**src/rtl/hwp_pkg.sv**
```systemverilog
package hwp_pkg;

  // Default pyramid depth; a frame holds 2^LEVELS samples
  localparam int LEVELS_DEF = 10;

  // Field widths
  localparam int SAMPLE_W = 16;
  localparam int COEF_W   = 24;
  localparam int LEVEL_W  = 4;
  localparam int POS_W    = 10;
  localparam int KEPT_W   = 4;

  // Stream packing
  localparam int IN_TDATA_W  = 16;
  localparam int OUT_TDATA_W = 40;

  // Configuration port
  localparam int CFG_AW = 3;
  localparam int CFG_DW = 32;
  localparam logic [CFG_AW-3:0] REG_KEPT_LEVELS = '0;
  localparam logic [KEPT_W-1:0] KEPT_RESET      = 4'd4;

  // Fixed point: 1/sqrt2 in Q15
  localparam int SUM_W  = COEF_W + 1;
  localparam int K_W    = 16;
  localparam int PROD_W = SUM_W + K_W;
  localparam int FRAC_W = 15;
  localparam int QUOT_W = PROD_W - FRAC_W;
  localparam logic signed [K_W-1:0]    INV_SQRT2_Q15 = 16'sd23170;
  localparam logic signed [PROD_W-1:0] ROUND_HALF    = PROD_W'(1 << (FRAC_W - 1));

  // Back-end sequencer states
  typedef enum logic [2:0] {
    ST_IDLE,
    ST_LEVEL,
    ST_MULA,
    ST_MULD,
    ST_PUTA,
    ST_PUTD
  } hwp_state_t;

  // One result held in the output register
  typedef struct packed {
    logic signed [COEF_W-1:0] coef;
    logic [LEVEL_W-1:0]       level;
    logic [POS_W-1:0]         pos;
    logic                     is_detail;
    logic                     last;
  } hwp_result_t;

  // Round to nearest (ties up) after the Q15 product, then clamp to 24 bits
  function automatic logic signed [COEF_W-1:0] round_sat(input logic signed [PROD_W-1:0] p);
    logic signed [PROD_W-1:0] t;
    logic signed [QUOT_W-1:0] q;
    logic [QUOT_W-COEF_W:0]   hi;
    logic signed [COEF_W-1:0] r;
    t  = p + ROUND_HALF;
    q  = t[PROD_W-1:FRAC_W];
    hi = q[QUOT_W-1:COEF_W-1];
    if ((&hi) || !(|hi)) begin
      r = q[COEF_W-1:0];
    end else if (q[QUOT_W-1]) begin
      r = {1'b1, {(COEF_W-1){1'b0}}};
    end else begin
      r = {1'b0, {(COEF_W-1){1'b1}}};
    end
    return r;
  endfunction

endpackage

```
**src/rtl/haar_wavelet_pyramid.sv**
```systemverilog
// Channel | Dir | Ports        | Contents
// in      | in  | in_t*        | tdata[15:0] sample
// out     | out | out_t*       | tdata[23:0] coefficient, [27:24] level, [37:28] position;
//         |     |              | tuser is_detail; tlast last
// cfg     | in  | cfg_p*       | 0x0 kept_levels[3:0]
//
// The back end holds a sample at an even frame position at its level. Each level that
// combines a pair steps through LEVEL, MULA, MULD, PUTA and, if it emits, PUTD; the
// shared Q15 multiplier, used once for each of approximation and detail, sets this order.
// Reset (synchronous, rst_n low) clears the frame position, the queue and the output.
// A two-entry queue lets input continue while the back end waits on out_tready.
module haar_wavelet_pyramid import hwp_pkg::*; #(
  parameter int LEVELS = LEVELS_DEF
) (
  input  logic                   clk,
  input  logic                   rst_n,
  input  logic                   in_tvalid,
  output logic                   in_tready,
  input  logic [IN_TDATA_W-1:0]  in_tdata,     // [15:0] sample
  output logic                   out_tvalid,
  input  logic                   out_tready,
  output logic [OUT_TDATA_W-1:0] out_tdata,    // [23:0] coefficient, [27:24] level,
                                               // [37:28] position, [39:38] zero
  output logic                   out_tuser,    // [0] is_detail
  output logic                   out_tlast,
  input  logic                   cfg_psel,
  input  logic                   cfg_penable,
  input  logic                   cfg_pwrite,
  input  logic [CFG_AW-1:0]      cfg_paddr,
  input  logic [CFG_DW-1:0]      cfg_pwdata,
  output logic [CFG_DW-1:0]      cfg_prdata,
  output logic                   cfg_pready
);

  logic [KEPT_W-1:0]   kept_r, kept_nxt;
  logic                q_valid;
  logic                q_pop;
  logic [SAMPLE_W-1:0] q_sample;
  logic [LEVELS-1:0]   q_pos;
  hwp_result_t         res;
  logic                cfg_wr;
  logic                reg_hit;

  // Register port
  assign cfg_pready = 1'b1;
  assign reg_hit    = (cfg_paddr[CFG_AW-1:2] == REG_KEPT_LEVELS);
  assign cfg_wr     = cfg_psel && cfg_penable && cfg_pwrite && cfg_pready;
  assign cfg_prdata = reg_hit ? CFG_DW'(kept_r) : '0;

  always_comb begin
    kept_nxt = (cfg_wr && reg_hit) ? cfg_pwdata[KEPT_W-1:0] : kept_r;
  end

  always_ff @(posedge clk) begin
    if (!rst_n) begin
      kept_r <= KEPT_RESET;
    end else begin
      kept_r <= kept_nxt;
    end
  end

  hwp_front #(.LEVELS(LEVELS)) u_front (
    .clk       (clk),
    .rst_n     (rst_n),
    .in_tvalid (in_tvalid),
    .in_tready (in_tready),
    .in_sample (in_tdata[SAMPLE_W-1:0]),
    .q_valid   (q_valid),
    .q_pop     (q_pop),
    .q_sample  (q_sample),
    .q_pos     (q_pos)
  );

  hwp_back #(.LEVELS(LEVELS)) u_back (
    .clk         (clk),
    .rst_n       (rst_n),
    .kept_levels (kept_r),
    .q_valid     (q_valid),
    .q_pop       (q_pop),
    .q_sample    (q_sample),
    .q_pos       (q_pos),
    .out_valid   (out_tvalid),
    .out_ready   (out_tready),
    .out_res     (res)
  );

  // Pack the result
  assign out_tdata = OUT_TDATA_W'({res.pos, res.level, res.coef});
  assign out_tuser = res.is_detail;
  assign out_tlast = res.last;

endmodule

```
**src/rtl/hwp_front.sv**
```systemverilog
module hwp_front import hwp_pkg::*; #(
  parameter int LEVELS = LEVELS_DEF
) (
  input  logic                clk,
  input  logic                rst_n,
  input  logic                in_tvalid,
  output logic                in_tready,
  input  logic [SAMPLE_W-1:0] in_sample,
  output logic                q_valid,
  input  logic                q_pop,
  output logic [SAMPLE_W-1:0] q_sample,
  output logic [LEVELS-1:0]   q_pos
);

  logic [LEVELS-1:0]   count_r, count_nxt;
  logic [SAMPLE_W-1:0] qs_r [2];
  logic [LEVELS-1:0]   qp_r [2];
  logic                wr_ptr_r, wr_ptr_nxt;
  logic                rd_ptr_r, rd_ptr_nxt;
  logic [1:0]          fill_r, fill_nxt;
  logic                push;

  assign in_tready = (fill_r != 2'd2);
  assign push      = in_tvalid && in_tready;
  assign q_valid   = (fill_r != 2'd0);
  assign q_sample  = qs_r[rd_ptr_r];
  assign q_pos     = qp_r[rd_ptr_r];

  // Tag each request with its frame position, advance pointers
  always_comb begin
    count_nxt  = push ? count_r + 1'b1 : count_r;
    wr_ptr_nxt = push ? ~wr_ptr_r : wr_ptr_r;
    rd_ptr_nxt = q_pop ? ~rd_ptr_r : rd_ptr_r;
    fill_nxt   = fill_r + {1'b0, push} - {1'b0, q_pop};
  end

  always_ff @(posedge clk) begin
    if (!rst_n) begin
      count_r  <= '0;
      wr_ptr_r <= 1'b0;
      rd_ptr_r <= 1'b0;
      fill_r   <= 2'd0;
    end else begin
      count_r  <= count_nxt;
      wr_ptr_r <= wr_ptr_nxt;
      rd_ptr_r <= rd_ptr_nxt;
      fill_r   <= fill_nxt;
    end
  end

  // Queue payload
  always_ff @(posedge clk) begin
    if (push) begin
      qs_r[wr_ptr_r] <= in_sample;
      qp_r[wr_ptr_r] <= count_r;
    end
  end

endmodule

```
**src/rtl/hwp_back.sv**
```systemverilog
module hwp_back import hwp_pkg::*; #(
  parameter int LEVELS = LEVELS_DEF
) (
  input  logic                clk,
  input  logic                rst_n,
  input  logic [KEPT_W-1:0]   kept_levels,
  input  logic                q_valid,
  output logic                q_pop,
  input  logic [SAMPLE_W-1:0] q_sample,
  input  logic [LEVELS-1:0]   q_pos,
  output logic                out_valid,
  input  logic                out_ready,
  output hwp_result_t         out_res
);

  localparam int LW = (LEVELS > 1) ? $clog2(LEVELS) : 1;
  localparam logic [LEVEL_W-1:0] LEV_TOP = LEVEL_W'(LEVELS - 1);

  hwp_state_t                state_r, state_nxt;
  logic signed [COEF_W-1:0]  v_r, v_nxt;
  logic [LEVELS-1:0]         n_r, n_nxt;
  logic [LEVEL_W-1:0]        lev_r, lev_nxt;
  logic signed [SUM_W-1:0]   sum_r, sum_nxt;
  logic signed [SUM_W-1:0]   diff_r, diff_nxt;
  logic signed [PROD_W-1:0]  prod_r, prod_nxt;
  logic signed [COEF_W-1:0]  a_r, a_nxt;
  hwp_result_t               res_r, res_nxt;
  logic                      out_valid_r, out_valid_nxt;
  logic signed [COEF_W-1:0]  pend_r [LEVELS];

  logic signed [COEF_W-1:0]  pend_rd;
  logic                      pend_we;
  logic signed [SUM_W-1:0]   mul_op;
  logic signed [PROD_W-1:0]  mul_out;
  logic [LEVELS-1:0]         n_up;
  logic                      emit;
  logic                      slot_free;
  logic                      last_d;

  assign pend_rd   = pend_r[lev_r[LW-1:0]];
  assign mul_op    = (state_r == ST_MULA) ? sum_r : diff_r;
  assign mul_out   = mul_op * INV_SQRT2_Q15;
  assign n_up      = n_r >> 1;
  assign emit      = (lev_r < LEVEL_W'(kept_levels));
  assign slot_free = !out_valid_r || out_ready;
  assign last_d    = (lev_r == '0) || !n_up[0];

  assign out_valid = out_valid_r;
  assign out_res   = res_r;

  // Walk one level per pass: hold an even value, or combine with the held one
  always_comb begin
    state_nxt     = state_r;
    v_nxt         = v_r;
    n_nxt         = n_r;
    lev_nxt       = lev_r;
    sum_nxt       = sum_r;
    diff_nxt      = diff_r;
    prod_nxt      = prod_r;
    a_nxt         = a_r;
    res_nxt       = res_r;
    out_valid_nxt = out_valid_r && !out_ready;
    q_pop         = 1'b0;
    pend_we       = 1'b0;
    case (state_r)
      ST_IDLE: begin
        if (q_valid) begin
          q_pop     = 1'b1;
          v_nxt     = {{(COEF_W-SAMPLE_W){q_sample[SAMPLE_W-1]}}, q_sample};
          n_nxt     = q_pos;
          lev_nxt   = LEV_TOP;
          state_nxt = ST_LEVEL;
        end
      end
      ST_LEVEL: begin
        if (!n_r[0]) begin
          pend_we   = 1'b1;
          state_nxt = ST_IDLE;
        end else begin
          sum_nxt   = SUM_W'(pend_rd) + SUM_W'(v_r);
          diff_nxt  = SUM_W'(pend_rd) - SUM_W'(v_r);
          state_nxt = ST_MULA;
        end
      end
      ST_MULA: begin
        prod_nxt  = mul_out;
        state_nxt = ST_MULD;
      end
      ST_MULD: begin
        a_nxt     = round_sat(prod_r);
        prod_nxt  = mul_out;
        state_nxt = ST_PUTA;
      end
      ST_PUTA: begin
        if (emit) begin
          if (slot_free) begin
            out_valid_nxt = 1'b1;
            res_nxt       = '{coef: a_r, level: lev_r, pos: POS_W'(n_up),
                              is_detail: 1'b0, last: 1'b0};
            state_nxt     = ST_PUTD;
          end
        end else begin
          // Pass the approximation down without emitting
          v_nxt = a_r;
          if (lev_r == '0) begin
            state_nxt = ST_IDLE;
          end else begin
            n_nxt     = n_up;
            lev_nxt   = lev_r - 1'b1;
            state_nxt = ST_LEVEL;
          end
        end
      end
      ST_PUTD: begin
        if (slot_free) begin
          out_valid_nxt = 1'b1;
          res_nxt       = '{coef: round_sat(prod_r), level: lev_r, pos: POS_W'(n_up),
                            is_detail: 1'b1, last: last_d};
          v_nxt         = a_r;
          if (lev_r == '0) begin
            state_nxt = ST_IDLE;
          end else begin
            n_nxt     = n_up;
            lev_nxt   = lev_r - 1'b1;
            state_nxt = ST_LEVEL;
          end
        end
      end
      default: state_nxt = ST_IDLE;
    endcase
  end

  always_ff @(posedge clk) begin
    if (!rst_n) begin
      state_r     <= ST_IDLE;
      out_valid_r <= 1'b0;
    end else begin
      state_r     <= state_nxt;
      out_valid_r <= out_valid_nxt;
    end
  end

  // Datapath registers
  always_ff @(posedge clk) begin
    v_r    <= v_nxt;
    n_r    <= n_nxt;
    lev_r  <= lev_nxt;
    sum_r  <= sum_nxt;
    diff_r <= diff_nxt;
    prod_r <= prod_nxt;
    a_r    <= a_nxt;
    res_r  <= res_nxt;
  end

  // Held even value per level
  always_ff @(posedge clk) begin
    if (pend_we) begin
      pend_r[lev_r[LW-1:0]] <= v_r;
    end
  end

endmodule

```
**config.mk**
```make
export PLATFORM = sky130hd
export DESIGN_NAME = haar_wavelet_pyramid
export DESIGN_NICKNAME = d
export VERILOG_FILES = /design/src/rtl/hwp_pkg.sv /design/src/rtl/haar_wavelet_pyramid.sv /design/src/rtl/hwp_front.sv /design/src/rtl/hwp_back.sv
export SDC_FILE = /design/constraint.sdc
export NUM_CORES = 1
export LEC_CHECK = 0
export BUFFER_PORTS_ARGS = -buffer_cell sky130_fd_sc_hd__buf_2
export CORE_MARGIN = 2
export CORE_UTILIZATION = 60
export DETAILED_ROUTE_END_ITERATION = 10
export PLACE_DENSITY = 0.78
export SLEW_MARGIN = 40
export SYNTH_ARGS = -nofsm -noshare
export SYNTH_HDL_FRONTEND = slang
export SYNTH_SLANG_ARGS = --single-unit
```
**constraint.sdc**
```tcl
create_clock -name clk -period 14.8 [get_ports clk]
set_clock_uncertainty 0.1 [all_clocks]
set_input_delay 2.96 -clock clk [delete_from_list [all_inputs] [get_ports clk]]
set_output_delay 2.96 -clock clk [all_outputs]
set_load 0.01 [all_outputs]
```
==> out/summary.txt <==
Die span in y: 219.2 µm
Postcts setup bufs: 0
CTS Sinks: 496
Filler instances: 3,153
DRT Pass-1 Iters: 5
Xor-xnor portion of the synthesized cell area: 0.03026
Worst slew pin tran: 0.8185 ns
Critical path class: flip-flop to flip-flop
Post-synthesis average cell area: 13.39 µm²
CP Cell Sequence: or3b_1 -> buf_4 -> mux2i_1 -> inv_1 -> ha_1 -> inv_1 -> fa_1 -> inv_1 -> fa_1 -> fa_1 -> fa_1 -> ha_1 -> ha_1 -> a21o_1 -> nand2_1 -> o2111ai_1 -> a22o_1 -> a32o_1 -> o41ai_2 -> nor2_1 -> a211oi_1
Maximum clock frequency: 132.1 MHz
Status: completed
Number of synthesized flops with an enable pin: 469
Post-synthesis simple-gate area fraction: 0.06710
Worst hold path stage count: 0
Flops & latches, synth: 496
Post-DRT Antenna Nets: 0
Clk buf depth: 3
Mux share of post-synthesis cell area: 0.08485
Number of gates resized after cts: 0
CP Max Fanout: 38
DRC viols: 0
Num CTS Buffers: 48
Synth warn: 0
Nets: 2,524
Initial antenna violation count: 1
Setup TNS Final: 0 ns
Post-synth ARST share: 0
Final Hold Fails: 0
CP Data Arrival Time: 7.77 ns
Final worst setup slack: 7.227 ns
CP peak stage delay: 0.56 ns
Main combinational cell family by area after synthesis: adder cells
Cell variety after synth: 72
Final Wtd Congestion: 0.8884
Finish-stage setup viols: 0
Fin util: 0.6664
CTS root buffer: clkbuf_16
Sequential cell area fraction in the yosys report: 0.5264
Post-Synthesis Cell Area: 27,780 µm²
Most used cell, CP: fa_1
Kind of start point of the critical path: flip-flop
First-pass GRT wire length: 91,990 µm
CTS tree: built
RSZ-0062 raised after global routing: false
Clk slew on worst S/H paths: 0.07 ns
Worst slack, placed: 7.403 ns
WL final: 59,410 µm
Post-synthesis compound-gate area fraction: 0.07431
Ports: 135
N_diodes: 0
Synth Instances: 2,075
Post-Synth Adder-Cell Area: 0.1701
Gr ovfl total: 0
Die width: 219.2 µm
DR WL/cell: 21.33 µm
Slowest cell on crit path: a211oi_1
Hold buffers post-CTS: 0
Tightest Hold Check Type: flip-flop to flip-flop
Max cap viols: 0
Vias in the first global route: 16,580
Worst-Skew Late Latency: 0.60 ns
Max-slew violation total from the final report: 0
Setup crit end kind: flip-flop
Die area: 48,040 µm²
DR vias/cell: 5.937
Fraction of layout cells with a size suffix above 1: 0.1418
Area Overhead vs Synth: 9.318%
PortBufs: 72
Total track usage: 0.2534
Starting Density: 0.6096
Hpwl dp: 40,890 µm
Reg2Reg Depth: 21
Most used flip-flop cell after synthesis: edfxtp_1
Critical Path RT: 15.00 ns
Slew margin rel.: 0.4543
Largest net degree at the start of global routing: 66
Via count: 16,540
Minimum clock period: 7.573 ns
Initial drt markers: 1,204
Crit share post-route: 0.5117
Core Region: 45,580 µm²
Row count: 78
CTS H-tree lvls: 2
-- through the flow --
stage | cells | hold WS, ns | area [µm²]
finish | 2786 | 0.3820 | 30370
CTS | 2786 | 0.3831 | 30370
detailed placement | 2696 | 0.3533 | 28760
global placement | 2693 | 0.3539 | 28690
global route | 2786 | 0.3966 | 30370
floorplan | 2105 | 0.3262 | 27900
-- synth_stat cells, types with 11 or more instances --
cell,number,area [µm²]
nor2_1,68,255.2
nand4_1,11,68.82
nand2b_1,12,75.07
nand3_1,27,135.1
nand2_1,85,319.1
a21o_1,22,165.2
and3_1,17,106.4
dfxtp_1,27,540.5
mux4_2,48,1081
clkbuf_1,56,210.2
o21a_1,12,90.09
mux2i_1,60,600.6
nor2b_1,35,219.0
edfxtp_1,469,14080
buf_4,32,240.2
xnor2_1,63,551.8
a211oi_1,31,232.7
o21ai_0,86,430.4
fa_1,96,1922
ha_1,224,2803
inv_1,211,792.0
a21oi_1,85,425.4
and2_1,31,193.9
nor3_1,29,145.1
mux2_2,60,675.7
buf_1,14,52.55
xor2_1,33,289.0
-- worst max-delay path, delay by kind of cell, from the launching register on --
kind,cells,cell delay [ns]
flip-flops,1,0.55
adder cells (fa/ha/maj),7,3.03
multiplexers,1,0.53
AO/OA/AOI/OAI,6,1.92
buffers and inverters,4,0.79
AND/OR/NAND/NOR,3,0.34
-- metal layers --
metal | global-route usage | vias up | routed length (µm)
li1 | - | 7652 | -
met1 | 0.3538 | 8305 | 25500
met2 | 0.4132 | 482 | 28870
met3 | 0.03812 | 100 | 3437
met4 | 0.08086 | 2 | 1588
met5 | 0 | - | 9
-- path summary, 6_finish.rpt --
path,startpoint,end,slack (ns)
min reg2reg,u_back.n_r[6],u_back.out_res[7],0.38
max,u_back.state_r[0],u_back.prod_r[40],7.23
min,u_back.n_r[6],u_back.out_res[7],0.38
max reg2reg,u_back.state_r[0],u_back.prod_r[40],7.23
-- placed cells by master (no fill, tap or decap), types with 9 or more instances in the layout --
master       n
a211oi_1    31
a21o_1      22
a21oi_1     85
a31oi_1     10
and2_1      27
and3_1      16
buf_2       72
buf_4       19
clkbuf_1    11
clkbuf_16   50
clkinv_2     9
conb_1      32
dfxtp_1     24
edfxtp_1   469
fa_1        96
ha_1       224
inv_1      211
mux2_2      60
mux2i_1     60
mux4_2      48
nand2_1     85
nand2b_1    12
nand3_1     27
nand4_1     11
nor2_1      63
nor2b_1     33
nor3_1      27
o21a_1      12
o21ai_0     84
o21bai_1    10
o311ai_0     9
or3_1       10
xnor2_1     63
xor2_1      33
-- cell families after synthesis --
| logic type | after synthesis |
|---|---|
| other | 2 |
| XOR/XNOR | 96 |
| flip-flops | 496 |
| multiplexers | 168 |
| adder cells (fa/ha/maj) | 320 |
| buffers and inverters | 314 |
| AO/OA/AOI/OAI | 319 |
| AND/OR/NAND/NOR | 360 |
-- registers in the layout, summed over array words and instances, names as in the netlist, 2 cells and up, named ones only --
name	cells
u_back.pend_r	240
u_back.out_res	39
u_front.qs_r	32
u_back.prod_r	27
u_back.sum_r	25
u_back.a_r	24
u_back.diff_r	24
u_back.v_r	24
u_front.qp_r	20
u_back.n_r	10
u_front.count_r	10
kept_r	4
u_back.lev_r	4
u_back.state_r	3
u_front.fill_r	2
-- cell type report --
| type | instances | area (µm²) | area share |
|---|---|---|---|
| Clock buffer | 61 | 1292 | 0.04256 |
| Clock inverter | 29 | 319.1 | 0.01051 |
| Multi-Input combinational cell | 1295 | 12020 | 0.3959 |
| Sequential cell | 496 | 14630 | 0.4818 |
| Timing Repair Buffer | 94 | 560.5 | 0.01846 |
| Inverter | 211 | 792.0 | 0.02608 |
| Tap cell | 600 | 750.7 | 0.02472 |
Power is left out: the tool's default activity adds up to more than one toggle a clock period on the data nets, which glitch-free logic cannot reach.
